File: src/rtl/mcts_pkg.sv
// Shared types and constants for the Markov-chain trajectory sampler.
// Holds item codes, field widths, the command and config structs.
// Depends on nothing; every other file refers to it by scoped names.
`timescale 1ns / 1ps

package mcts_pkg;

   // Field widths of the request and response items
   localparam int TRAJ_W   = 8;
   localparam int STATE_W  = 6;
   localparam int BRANCH_W = 3;
   localparam int CDF_W    = 17;
   localparam int VEL_W    = 24;
   localparam int RND_W    = 16;
   localparam int SUM_W    = 40;
   localparam int BCNT_W   = 4;   // branches_in_use register
   localparam int BR_NUM_W = 7;   // enough for a branch count up to 64

   // Stream bus widths
   localparam int REQ_TDATA_W = 80;
   localparam int REQ_TUSER_W = 2;
   localparam int RSP_TDATA_W = 56;

   // Control register port
   localparam int CSR_INDEX_W = 1;
   localparam int CSR_DATA_W  = 8;
   localparam logic [CSR_INDEX_W-1:0] CSR_BRANCHES = 1'd0;
   localparam logic [CSR_INDEX_W-1:0] CSR_START    = 1'd1;
   localparam logic [BCNT_W-1:0]      BRANCHES_RESET = 4'd8;
   localparam logic [STATE_W-1:0]     START_RESET    = 6'd0;

   // Saturation limits of the displacement sum
   localparam logic signed [SUM_W-1:0] SUM_MAX = 40'sh7F_FFFF_FFFF;
   localparam logic signed [SUM_W-1:0] SUM_MIN = 40'sh80_0000_0000;

   // Entries in the queue between front and back
   localparam int QUEUE_DEPTH = 2;

   // Request kinds carried in tuser
   typedef enum logic [REQ_TUSER_W-1:0] {
      MODE_LOAD_BRANCH = 2'd0,
      MODE_LOAD_VEL    = 2'd1,
      MODE_START       = 2'd2,
      MODE_STEP        = 2'd3
   } mode_type;

   // Classified request handed from front to back
   typedef struct packed {
      mode_type                  mode;
      logic [TRAJ_W-1:0]         traj;
      logic [STATE_W-1:0]        state;
      logic [BRANCH_W-1:0]       branch;
      logic [CDF_W-1:0]          cdf;
      logic [STATE_W-1:0]        target;
      logic signed [VEL_W-1:0]   vel;
      logic [RND_W-1:0]          rnd;
   } cmd_type;

   // Control register contents
   typedef struct packed {
      logic [BCNT_W-1:0]  branches;
      logic [STATE_W-1:0] start_state;
   } cfg_type;

   // Address width for a memory of the given depth
   function automatic int addr_width(input int depth);
      return (depth > 1) ? $clog2(depth) : 1;
   endfunction

endpackage

File: src/rtl/mcts_queue.sv
// Short command queue between the front and back ends.
// Depends on mcts_pkg for the command type and depth.
`timescale 1ns / 1ps

module mcts_queue (
   input  logic              clock,
   input  logic              reset,
   input  logic              push,
   input  mcts_pkg::cmd_type push_data,
   output logic              full,
   input  logic              pop,
   output mcts_pkg::cmd_type pop_data,
   output logic              empty
);

   localparam int PTR_W = mcts_pkg::addr_width(mcts_pkg::QUEUE_DEPTH);
   localparam int CNT_W = mcts_pkg::addr_width(mcts_pkg::QUEUE_DEPTH + 1);
   localparam logic [PTR_W-1:0] LAST_SLOT = PTR_W'(mcts_pkg::QUEUE_DEPTH - 1);
   localparam logic [CNT_W-1:0] FULL_CNT  = CNT_W'(mcts_pkg::QUEUE_DEPTH);

   mcts_pkg::cmd_type slot_ff [mcts_pkg::QUEUE_DEPTH];
   logic [PTR_W-1:0]  wr_ptr_ff, wr_ptr_in;
   logic [PTR_W-1:0]  rd_ptr_ff, rd_ptr_in;
   logic [CNT_W-1:0]  count_ff, count_in;

   // Pointer and fill count update
   always_comb begin
      wr_ptr_in = wr_ptr_ff;
      rd_ptr_in = rd_ptr_ff;
      count_in  = count_ff;
      if (push) begin
         wr_ptr_in = (wr_ptr_ff == LAST_SLOT) ? '0 : wr_ptr_ff + 1'b1;
      end
      if (pop) begin
         rd_ptr_in = (rd_ptr_ff == LAST_SLOT) ? '0 : rd_ptr_ff + 1'b1;
      end
      if (push && !pop) begin
         count_in = count_ff + 1'b1;
      end else if (pop && !push) begin
         count_in = count_ff - 1'b1;
      end
   end

   always_ff @(posedge clock) begin
      if (reset) begin
         wr_ptr_ff <= '0;
         rd_ptr_ff <= '0;
         count_ff  <= '0;
      end else begin
         wr_ptr_ff <= wr_ptr_in;
         rd_ptr_ff <= rd_ptr_in;
         count_ff  <= count_in;
      end
   end

   // Payload slots
   always_ff @(posedge clock) begin
      if (push) begin
         slot_ff[wr_ptr_ff] <= push_data;
      end
   end

   assign pop_data = slot_ff[rd_ptr_ff];
   assign full     = (count_ff == FULL_CNT);
   assign empty    = (count_ff == '0);

endmodule

File: config.mk
export PLATFORM = sky130hd
export DESIGN_NAME = mcts_queue
export DESIGN_NICKNAME = d
export VERILOG_FILES = /design/src/rtl/mcts_pkg.sv /design/src/rtl/mcts_queue.sv
export SDC_FILE = /design/constraint.sdc
export NUM_CORES = 1
export LEC_CHECK = 0
export ABC_AREA = 1
export BUFFER_PORTS_ARGS = -buffer_cell sky130_fd_sc_hd__buf_2
export CAP_MARGIN = 25
export CORE_MARGIN = 4
export CORE_UTILIZATION = 52
export DETAILED_ROUTE_END_ITERATION = 6
export GPL_TIMING_DRIVEN = 0
export PLACE_DENSITY = 0.79
export SYNTH_ARGS = -nofsm -noshare
export SYNTH_HDL_FRONTEND = slang
export SYNTH_SLANG_ARGS = --single-unit
File: constraint.sdc
create_clock -name clock -period 6.4 [get_ports clock]
set_clock_uncertainty 0.15 [all_clocks]
set_input_delay 1.28 -clock clock [delete_from_list [all_inputs] [get_ports clock]]
set_output_delay 1.28 -clock clock [all_outputs]
set_load 0.01 [all_outputs]
# [After elaboration in Yosys (flattened, before gate mapping)]
# Memory sizes are Yosys's and may differ from the RTL's. A register that Yosys moved wholly into a read port is not among the register bits.
# Index checks and enable logic that the tools add are counted.
[totals] memories=1 out_inout_bits=84 mem_bits_rw=164 register_bits=4 word_cells=23 input_bits=86
[mem_list] memory="slot_ff" depth=2 width=82 rd=1 rd_clocked_by_memory_dff=1 write_ports=1 line_no="mcts_queue.sv:21" source="mcts_pkg::cmd_type slot_ff [mcts_pkg::QUEUE_DEPTH];"
[classes] n_addsub=4 reduce_logical=6 n_eq_ne=1 mux=8
[op_table] cell="1-bit 2-to-1 mux" count=6
[op_table] cell="2-bit 2-to-1 mux" count=2
[op_table] cell="1-bit adder, second input constant" count=2
[op_table] cell="2-bit by 1-bit adder with 2-bit output, second input constant" count=1
[op_table] cell="2-bit equality test, second input constant" count=1
[op_table] cell="1-bit logical AND" count=2
[op_table] cell="1-bit logical NOT" count=2
[op_table] cell="2-bit logical NOT" count=1
[op_table] cell="2-bit nonzero test" count=1
[op_table] cell="2-bit by 1-bit subtractor with 2-bit output, second input constant" count=1

# [Longest topological paths before layout]
# Gate-level depths: netlist of the first run.
[logic_depth] depth_word=4 depth_mapped=8 ltp_nobuf=8

# [Worst setup path before layout of the first run]
# OpenSTA, ideal clock, no wires.
[synth_timing] path_kind="in2reg" startpoint="in push" endpoint="mem slot_ff[0][0] (netlist bit), enable pin" t_required_ns=5.725 n_path_buf=0 path_slack_ns=0.970 setup_time_ns=0.525 stages=2 t_arrival_ns=4.755 cell_sequence="inv_1 > nor2_1"
[synth_between] elab_chain_len=2
[synth_lines] item="start: declaration" line_no="mcts_queue.sv:8" source="input logic push,"
[synth_lines] item="1-bit 2-to-1 mux" line_no="mcts_queue.sv:58" source="if (push) begin"
[synth_lines] item="1-bit 2-to-1 mux (implied by the code)" line_no="mcts_queue.sv:59" source="slot_ff[wr_ptr_ff] <= push_data;"
[synth_lines] item="end: declaration" line_no="mcts_queue.sv:21"
# No other way between the ends.

==> summary.md, run 1 <==
| Metric | Value |
|---|---|
| Status | `complete, no violations` |
| Via total after detailed routing | `3,219` |
| Area delta synth->final | `25.17%` |
| Chip width | `120.2 um` |
| Static Leak | `0.003285 uW` |
| FP Rows | `40` |
| Clk pin slew, worst setup/hold paths | `60 ps` |
| Share of layout cells above drive strength 1 | `59.10%` |
| Cell area power density | `306.2 nW/um^2` |
| DP Area | `7680 sq um` |
| CTS buffer count | `17` |
| Root buffer cell | `clkbuf_16` |
| Fin crit share | `47.84%` |
| CTS tree | `yes` |
| Avg Cell Area, Syn | `22.73 sq um` |
| Grt ovf | `0` |
| Met2 Track Usage GR | `27.61%` |
| Hold Buf Count CTS | `0` |
| Ranking of synthesized cells by area | `edfxtp_1, mux2_4, buf_12` |
| Grt peak-use layer | `met2` |
| Met1 usage in global routing | `17.62%` |
| DR iter-0 viols | `186` |
| CP peak stage delay | `320 ps` |
| Post-synthesis register bit count | `169` |
| Area leader, netlist | `edfxtp_1` |
| Final Hold Fails | `0` |
| Post-Syn Area | `6546 sq um` |
| Hpwl dp | `7.717 mm` |
| Post-CTS Repair Setup Buffers | `0` |
| Max_cap viols | `0` |
| H-Tree Depth | `4` |
| Port bufs | `169` |
| Resize count post-CTS | `0` |
| Vias in the first global route | `3,406` |
| ANT cells | `0` |
| DRC Markers | `0` |
| CTS Buffer Depth | `2` |
| Register area share after synthesis | `76.76%` |
| Vias per cell | `4.900` |
| Overall routed net length | `11.28 mm` |
| Yosys Warn Count | `0` |
| RSZ-0062 raised after global routing | `no` |
| First-pass GRT wire length | `17.22 mm` |
| Initial Util | `53.83%` |
| Yosys cell types | `16` |
| Top-area cell type share of the netlist area | `75.23%` |
| Slowest-stage cell, CP | `dfxtp_1` |
| Synth Instances | `288` |
| Clk_lat worst skew | `410 ps` |
| Placeable core area | `12,160 sq um` |
| Tmin final | `3062 ps` |
| Die Y | `120.2 um` |
| Slew headroom | `46.17%` |
| Final Cell Area | `8194 sq um` |
| Setup CP Type | `reg2out` |
| DIE AREA | `14,450 sq um` |
| Final #Nets | `566` |
| Routed len/inst | `17.17 um` |
| CP Capture Type | `output pin` |
| Maximum vdd ir drop | `207.7 uV` |
| Critical-path cell list | `buf_6 -> buf_12 -> mux2_4 -> buf_2` |
| WHS | `370.2 ps` |
| Total track usage | `16.11%` |
| Largest net degree at the start of global routing | `47` |
| Final max-slew violation count | `0` |
| Antenna Nets Post-Route | `0` |
| Critical Path Start Type | `flip-flop` |
| Endpoints failing setup | `0` |
| Met3 usage | `5.706%` |
| # clock sinks | `169` |
| Mapped Nets | `375` |
| CP max FO | `10` |
| I/O pin count | `170` |
| Final weighted congestion in routability-driven placement | `0.6998` |
| DR pass1 iterations | `4` |
| WP data arrival | `1630 ps` |
| Required @ worst endpoint | `4970 ps` |
| Worst Hold Class | `reg2reg` |
| Fmax | `326.6 MHz` |
| Post-layout util | `67.38%` |
| Initial antenna violation count | `1` |
| Worst-Margin Slew | `805.5 ps` |
-- cell usage after synthesis, drive strengths merged --
library cell / n
mux2: 82
ha: 1
xnor2: 1
nor2: 7
o21ai: 1
buf: 9
nand2: 5
a21oi: 1
inv: 9
nand3: 1
edfxtp: 164
nor3: 1
dfxtp: 5
nand4: 1
-- area by class of cell --
| class | instances | area (sq um) |
|---|---|---|
| inverters | 9 | 36.28 |
| well taps | 168 | 210.2 |
| flip-flops and latches | 169 | 5025 |
| plain buffers | 9 | 171.4 |
| fillers | 840 | 3968 |
| clock buffers | 18 | 429.2 |
| clock inverters | 11 | 85.08 |
| multi-input cells | 101 | 1324 |
| repair buffers | 172 | 913.4 |
-- cells by family (layout without fill, tap and decap cells) --
kind of cell / count (synthesis) / after routing / share of synthesized area, %
muxes: 82 / 82 / 18.69
AOI/OAI and AO/OA: 2 / 2 / 0.1528
DFF: 169 / 169 / 76.76
and+or+nand+nor: 15 / 15 / 0.9366
adders and majority gates: 1 / 1 / 0.1911
xor gates and xnor gates: 1 / 1 / 0.1338
buffers and inverters: 18 / 219 / 3.134
-- per-stage QoR --
stage	TNS, ps	total power (uW)	setup slack (ps)	cells
final	0	2509	3338	657
after global routing	0	2600	3284	657
after CTS	0	2532	3304	657
after detailed placement	0	1638	3511	628
after global placement	-79220	1629	-970.8	625
after floorplan	0	1520	969.9	288
-- state kept, by name, indices dropped and copies added (netlist names), named ones only --
register	cells
count_ff	2
wr_ptr_ff	1
rd_ptr_ff	1
slot_ff	164
-- cells in the final DEF (no fill, tap or decap), drive strengths merged --
cell type and count:
dfxtp 5, nand4 1, nand3 1, edfxtp 164
ha 1, clkinvlp 4, nand2 5, nor3 1
buf 181, clkinv 6, o21ai 1, mux2 82
nor2 7, xnor2 1, inv 9, clkbuf 18
a21oi 1, bufinv 1
-- path summary, 6_finish.rpt --
| kind | start | to | slack, ps | cells after the start |
|---|---|---|---|---|
| hold reg to reg | count_ff[0] | count_ff[0] | 370 | 2 |
| hold / removal | count_ff[0] | count_ff[0] | 370 | 2 |
| setup / recovery | flip-flop | pop_data[28] | 3340 | 4 |
| setup reg to reg | wr_ptr_ff | slot_ff[0][75] | 4640 | 2 |
-- where the power goes --
| part | switching (uW) | leakage (uW) | internal [uW] | total, uW |
|---|---|---|---|---|
| combinational | 145 | 0.00146 | 168 | 313 |
| sequential | 15.7 | 0.00158 | 1280 | 1300 |
| clock | 380 | 0.000239 | 520 | 900 |
| total | 540 | 0.00328 | 1970 | 2510 |
-- worst max-delay path, delay by kind of cell, from the launching register on --
| kind | cells | cell delay [ps] |
|---|---|---|
| multiplexers | 1 | 320 |
| buffers and inverters | 3 | 580 |
| flip-flops | 1 | 320 |
-- routing by layer --
metal  share of wire [%]  vias to the layer above
met5               0.098                        -
met4                 2.7                        2
met3                 7.7                       23
met2                  52                      119
met1                  37                     1568
li1                    -                     1507
Note: power is estimated with default switching activity, not from simulation.
==> inputs of run 2 (changes only) <==
--- a/config.mk
+++ b/config.mk
@@ -5,14 +5,14 @@
 export SDC_FILE = /design/constraint.sdc
 export NUM_CORES = 1
 export LEC_CHECK = 0
-export ABC_AREA = 1
+export ABC_AREA = 0
 export BUFFER_PORTS_ARGS = -buffer_cell sky130_fd_sc_hd__buf_2
 export CAP_MARGIN = 25
 export CORE_MARGIN = 4
-export CORE_UTILIZATION = 52
+export CORE_UTILIZATION = 47
 export DETAILED_ROUTE_END_ITERATION = 6
 export GPL_TIMING_DRIVEN = 0
-export PLACE_DENSITY = 0.79
+export PLACE_DENSITY = 0.76
 export SYNTH_ARGS = -nofsm -noshare
 export SYNTH_HDL_FRONTEND = slang
 export SYNTH_SLANG_ARGS = --single-unit
==> constraint.sdc (replaced) <==
create_clock -name clock -period 2.6 [get_ports clock]
set_clock_uncertainty 0.15 [all_clocks]
set_input_delay 0.52 -clock clock [delete_from_list [all_inputs] [get_ports clock]]
set_output_delay 0.52 -clock clock [all_outputs]
set_load 0.01 [all_outputs]
==> run 2 against run 1 <==
Total power is 150% higher; die area is 3.7% higher; non-clock buffer count is 1 higher; synthesized area is 6.0% lower; synthesized cell count is 3.8% lower; critical path depth stayed put; core utilization is 5.4 points lower; worst setup slack worse by 3100 ps; cell count is 0.46% lower; largest cell class unchanged; highest routed layer is now met4.
==> summary.md, run 2 <==
| Metric | Value |
|---|---|
| R2r setup slk | `820 ps` |
| DR iter-0 viols | `134` |
| CP Capture Type | `output pin` |
| Root buffer cell | `clkbuf_16` |
| # clock sinks | `169` |
| Final max-slew violation count | `0` |
| Yosys cell types | `16` |
| DR pass1 iterations | `4` |
| Main synth FF type | `edfxtp_1` |
| Vias per cell | `4.792` |
| Top Metal Used | `met4` |
| Worst-Margin Slew | `588.7 ps` |
| Endpoints failing setup | `0` |
| CTS Buffer Depth | `2` |
| Initial antenna violation count | `0` |
| Total power | `6272 uW` |
| Status | `complete, no violations` |
| CTS buffer count | `17` |
| Tmin final | `2320 ps` |
| Die Y | `122.4 um` |
| Placeable core area | `12,720 sq um` |
| Synth Instances | `277` |
| Max reg flops | `164` |
| Via total after detailed routing | `3,134` |
| Resize count post-CTS | `0` |
| CTS tree | `yes` |
| Antenna Nets Post-Route | `0` |
| Slew headroom | `60.67%` |
| DIE AREA | `14,990 sq um` |
| Hold path depth | `1` |
| Pre-CTS setup slack | `447.6 ps` |
| Register name with the most flops | `slot_ff` |
| WL met1 | `4.187 mm` |
| WHS | `141.5 ps` |
| Ranking of synthesized cells by area | `edfxtp_1, mux2_2, dfxtp_1` |
| Avg Cell Area, Syn | `22.21 sq um` |
| Most common library cells after synthesis | `edfxtp_1, mux2_2, buf_6` |
| Max_cap viols | `0` |
| Hpwl dp | `7.741 mm` |
| Routed wl met2 | `5.966 mm` |
| Post-CTS Repair Setup Buffers | `0` |
| Routed len/inst | `17.08 um` |
| FP Rows | `41` |
| I/O pin count | `170` |
| Overall routed net length | `11.17 mm` |
| Total track usage | `15.28%` |
| Setup CP Type | `reg2out` |
| R2R cell count | `3` |
| # fillers | `958` |
| Routed wl met3 | `822 um` |
| Worst Hold Class | `in2reg` |
| EDFF count, synth | `164` |
| Chip width | `122.4 um` |
| Post-synthesis register bit count | `169` |
| Final Hold Fails | `0` |
| Cell area power density | `795.3 nW/um^2` |
| Clk pin slew, worst setup/hold paths | `60 ps` |
| WP data arrival | `1650 ps` |
| Area delta synth->final | `28.16%` |
| Post-layout util | `61.99%` |
| CP max FO | `10` |
| Yosys Warn Count | `0` |
| Worst reg2reg endpoint | `slot_ff[0][46]` |
| Async S/R FF share, synth | `0%` |
| Hold Buf Count CTS | `0` |
| ANT cells | `0` |
| Required @ worst endpoint | `1930 ps` |
| Fin crit share | `89.24%` |
| Initial Util | `48.37%` |
| Static Leak | `0.002979 uW` |
| Clk_lat worst skew | `410 ps` |
| Fmax | `431.0 MHz` |
| Register area share after synthesis | `81.66%` |
| Hold Startpoint | `push_data[78]` |
| Largest net degree at the start of global routing | `65` |
| Final #Nets | `556` |
| Most common cell after layout, fill and taps aside | `buf_2` |
| Vias in the first global route | `3,448` |
| Worst Hold End | `slot_ff[1][78]` |
| DRC Markers | `0` |
| Share of layout cells above drive strength 1 | `60.79%` |
| H-Tree Depth | `4` |
| Final weighted congestion in routability-driven placement | `0.6802` |
| RSZ-0062 raised after global routing | `no` |
| Mapped Nets | `364` |
| Largest regs | `slot_ff (164), count_ff (2)` |
| Most frequent cell after synthesis | `edfxtp_1` |
| Area leader, netlist | `edfxtp_1` |
| Top-area cell type share of the netlist area | `80.03%` |
| Maximum vdd ir drop | `584.6 uV` |
| Critical Path Start Type | `flip-flop` |
| Port bufs | `169` |
| Grt ovf | `0` |
| First-pass GRT wire length | `16.84 mm` |
| Commonest non-fill, non-tap cells in the layout | `buf_2, edfxtp_1, mux2_2` |
| Final setup margin | `279.8 ps` |
| RR Startpoint | `wr_ptr_ff` |
| Post-Syn Area | `6153 sq um` |
[run 2: cell types whose count changed after synthesis, moves of 2 or more]
| cell | change |
|---|---|
| buf_6 | +7 |
| buf_12 | -8 |
| nor2_1 | -2 |
| mux2_4 | -80 |
| inv_1 | -8 |
| nand2_1 | -5 |
| mux2_2 | +80 |
| xor2_1 | +2 |
[run 2: cell families (layout without fill, tap and decap cells)]
group / Yosys count / count (layout) / synth area share, %
AOI/OAI and AO/OA: 2 / 2 / 0.1625
xor gates and xnor gates: 4 / 4 / 0.5694
adders and majority gates: 1 / 1 / 0.2033
buffers and inverters: 10 / 215 / 1.647
DFF: 169 / 169 / 81.66
muxes: 82 / 82 / 15.01
and+or+nand+nor: 9 / 9 / 0.7526
[run 2: metrics by stage]
step | instances | TNS, ps | area (sq um)
after detailed placement | 622 | 0 | 7327
after global placement | 618 | -58580 | 7223
after floorplan | 277 | 0 | 6162
final | 654 | 0 | 7886
after global routing | 654 | 0 | 7886
after CTS | 654 | 0 | 7886
[run 2: how the worst max path moves through the flow]
stage / from / to / cells after the start
final: flip-flop / pop_data[18] / 4
after global routing: flip-flop / pop_data[20] / 4
after CTS: flip-flop / pop_data[18] / 4
after detailed placement: push / slot_ff[0][67] / 4
after global placement: push / slot_ff[0][67] / 2
after floorplan: push / slot_ff[0][0] / 1
[run 2: area by class of cell]
cell class / count / area [sq um] / share of cell area, %
clock buffer: 18 / 429.2 / 5.442
buffer: 9 / 97.59 / 1.238
inverter: 1 / 3.754 / 0.04760
sequential: 169 / 5025 / 63.72
timing repair buffer: 173 / 948.4 / 12.03
clock inverter: 14 / 130.1 / 1.650
multi-input combinational: 98 / 1037 / 13.15
tap: 172 / 215.2 / 2.729
[run 2: power breakdown]
group	switching [uW]	internal [uW]	total, uW
clock network	962	1400	2360
registers	40.0	3180	3220
logic	352	343	694
[run 2: layer usage]
layer / GRT usage [%] / vias up
met4: 6.718 / 0
li1: - / 1489
met5: 0 / -
met3: 5.253 / 15
met1: 16.05 / 1525
met2: 27.62 / 105
[run 2: worst max-delay path, cell delays in order, from the launching register on]
cell and delay [ps]:
dfxtp_1 300, buf_4 230, buf_6 200, mux2_2 360
buf_2 140
==> inputs of run 3 (changes only) <==
==> constraint.sdc (replaced) <==
create_clock -name clock -period 2.1 [get_ports clock]
set_clock_uncertainty 0.15 [all_clocks]
set_input_delay 0.42 -clock clock [delete_from_list [all_inputs] [get_ports clock]]
set_output_delay 0.42 -clock clock [all_outputs]
set_load 0.01 [all_outputs]
==> run 3 against run 2 <==
Sequential share of layout area decreased by 0.69 points; the flow now finishes with violations (negative setup slack); first-iteration DRC count increased by 18%; sequential power increased by 24%; total power increased by 24%; clock-buffer cell count unchanged; combinational power increased by 30%; core utilization increased by 0.70 points; non-clock buffer count increased by 1; sequential cell count unchanged; via count increased by 0.22%.
==> summary.md, run 3 (synthesis gave the netlist of run 2 again) <==
| Metric | Value |
|---|---|
| Seq pwr share | `51.0%` |
| Tmin final | `2123 ps` |
| H-Tree Depth | `4` |
| Part of the power in combinational logic | `11.5%` |
| Root buffer cell | `clkbuf_16` |
| CP max FO | `10` |
| Slew headroom | `60.68%` |
| Share of layout cells above drive strength 1 | `61.08%` |
| Hold Startpoint | `push_data[17]` |
| Die Y | `122.4 um` |
| DR iter-0 viols | `158` |
| CTS Buffer Depth | `2` |
| Failing checks | `negative setup slack` |
| WP data arrival | `1550 ps` |
| Hpwl dp | `7.741 mm` |
| Total track usage | `15.31%` |
| Int Power | `6123 uW` |
| Status | `complete, but fails checks` |
| Maximum vdd ir drop | `721.2 uV` |
| Setup CP Type | `reg2out` |
| Fin crit share | `101.1%` |
| RR Startpoint | `wr_ptr_ff` |
| Endpoints failing setup | `56` |
| R2R cell count | `3` |
| Chip width | `122.4 um` |
| Cell area power density | `978.9 nW/um^2` |
| Sw Ratio | `21.56%` |
| Max reg flops | `164` |
| Fmax | `470.9 MHz` |
| ANT cells | `0` |
| Clk network pwr share | `37.4%` |
| Vias per cell | `4.795` |
| First-pass GRT wire length | `16.85 mm` |
| Hold path depth | `1` |
| Commonest non-fill, non-tap cells in the layout | `buf_2, edfxtp_1, mux2_2` |
| Post-layout util | `62.69%` |
| Final #Nets | `557` |
| Area delta synth->final | `29.61%` |
| CP Capture Type | `output pin` |
| Worst Hold End | `slot_ff[0][17]` |
| Register area | `5026 sq um` |
| Critical-path cell list | `buf_12 -> buf_8 -> mux2_2 -> buf_2` |
| Worst Hold Class | `in2reg` |
| Worst-Margin Slew | `588.5 ps` |
| Max_cap viols | `0` |
| I/O pin count | `170` |
| Placeable core area | `12,720 sq um` |
| Final setup margin | `-23.43 ps` |
| CTS tree | `yes` |
| Final Hold Fails | `0` |
| Grt ovf | `0` |
| Static Leak | `0.003015 uW` |
| FP Rows | `41` |
| Routed len/inst | `17.12 um` |
| Footprint of the multi-input gates | `1045 sq um` |
| R2r setup slk | `330 ps` |
| CTS buffer count | `17` |
| Port bufs | `169` |
| Vias in the first global route | `3,441` |
| Clk pin slew, worst setup/hold paths | `60 ps` |
| Overall routed net length | `11.21 mm` |
| Largest net degree at the start of global routing | `65` |
| Most common cell after layout, fill and taps aside | `buf_2` |
| Required @ worst endpoint | `1530 ps` |
| # fillers | `959` |
| DR pass1 iterations | `4` |
| WHS | `41.13 ps` |
| Final weighted congestion in routability-driven placement | `0.6802` |
| Via total after detailed routing | `3,141` |
| # clock sinks | `169` |
| Register name with the most flops | `slot_ff` |
| RSZ-0062 raised after global routing | `yes` |
| P_sw | `1683 uW` |
| Initial Util | `48.37%` |
| Critical Path Start Type | `flip-flop` |
| DRC Markers | `0` |
| DIE AREA | `14,990 sq um` |
| Initial antenna violation count | `0` |
| Largest regs | `slot_ff (164), count_ff (2)` |
| Clk_lat worst skew | `410 ps` |
| Worst reg2reg endpoint | `slot_ff[0][50]` |
| Slowest-stage cell, CP | `dfxtp_2` |
| Hold Buf Count CTS | `0` |
| Final max-slew violation count | `0` |
| CP peak stage delay | `340 ps` |
| Antenna Nets Post-Route | `0` |
run 3: cell count changes in the layout (fill, tap and decap cells not counted):
cell,before,now
buf_6,8,4
mux2_2,82,80
dfxtp_2,0,1
mux2_4,0,2
buf_2,169,165
dfxtp_1,5,4
buf_8,0,7
buf_12,1,3
run 3: per-layer routing:
metal / vias up / global-route usage (%) / routed length (um)
met1: 1526 / 16.24 / 4183
met3: 14 / 5.253 / 851
met5: - / 0 / 0
met4: 0 / 6.718 / 177
met2: 111 / 27.52 / 6002
li1: 1490 / - / -
run 3: final cells by class:
type	instances	share of cell area (%)
clock buffer	18	5.381
sequential	169	63.02
multi-input combinational	98	13.10
timing repair buffer	174	12.30
buffer	9	1.820
inverter	1	0.04707
clock inverter	14	1.632
tap	172	2.698
run 3: worst max path at each step:
stage / startpoint / end / slack [ps] / depth (start not counted)
floorplan: push / slot_ff[0][0] / -140 / 1
global route: flip-flop / pop_data[20] / -90 / 4
detailed placement: push / slot_ff[0][67] / 50 / 4
global placement: push / slot_ff[0][67] / -920 / 2
finish: flip-flop / pop_data[52] / -20 / 4
CTS: flip-flop / pop_data[18] / -60 / 4
run 3: timing repair:
action	in CTS	in global routing
endpoints found under the setup margin	80	82
pin swaps	0	0
setup buffers	1	0
gates resized for setup	8	11
hold endpoints to repair	0	0
run 3: per-stage QoR:
| step | instance area, sq um | TNS (ps) | total power, uW | setup WS, ps | cells |
|---|---|---|---|---|---|
| 2_1_floorplan | 6162 | -11550 | 4527 | -140.8 | 277 |
| 3_3_place_gp | 7223 | -124180 | 4871 | -922.8 | 618 |
| 3_5_place_dp | 7327 | 0 | 4933 | 47.57 | 622 |
| 4_1_cts | 7923 | -3115 | 7877 | -60.34 | 655 |
| 5_1_grt | 7975 | -6100 | 8145 | -92.64 | 655 |
| 6_report | 7975 | -399.2 | 7807 | -23.43 | 655 |
run 3: power by group through the flow:
stage                     clock, uW  sequential [uW]  combinational [uW]
after detailed placement          0             4050                 878
after floorplan                   0             4040                 484
after CTS                      2990             3990                 899
after global placement            0             4050                 820
final                          2920             3980                 900
after global routing           3170             4000                 978
run 3: critical path: cells and delay by family (launching register included):
family / cells / cell delay [ps]
buffers and inverters: 3 / 450
flip-flops: 1 / 340
multiplexers: 1 / 340
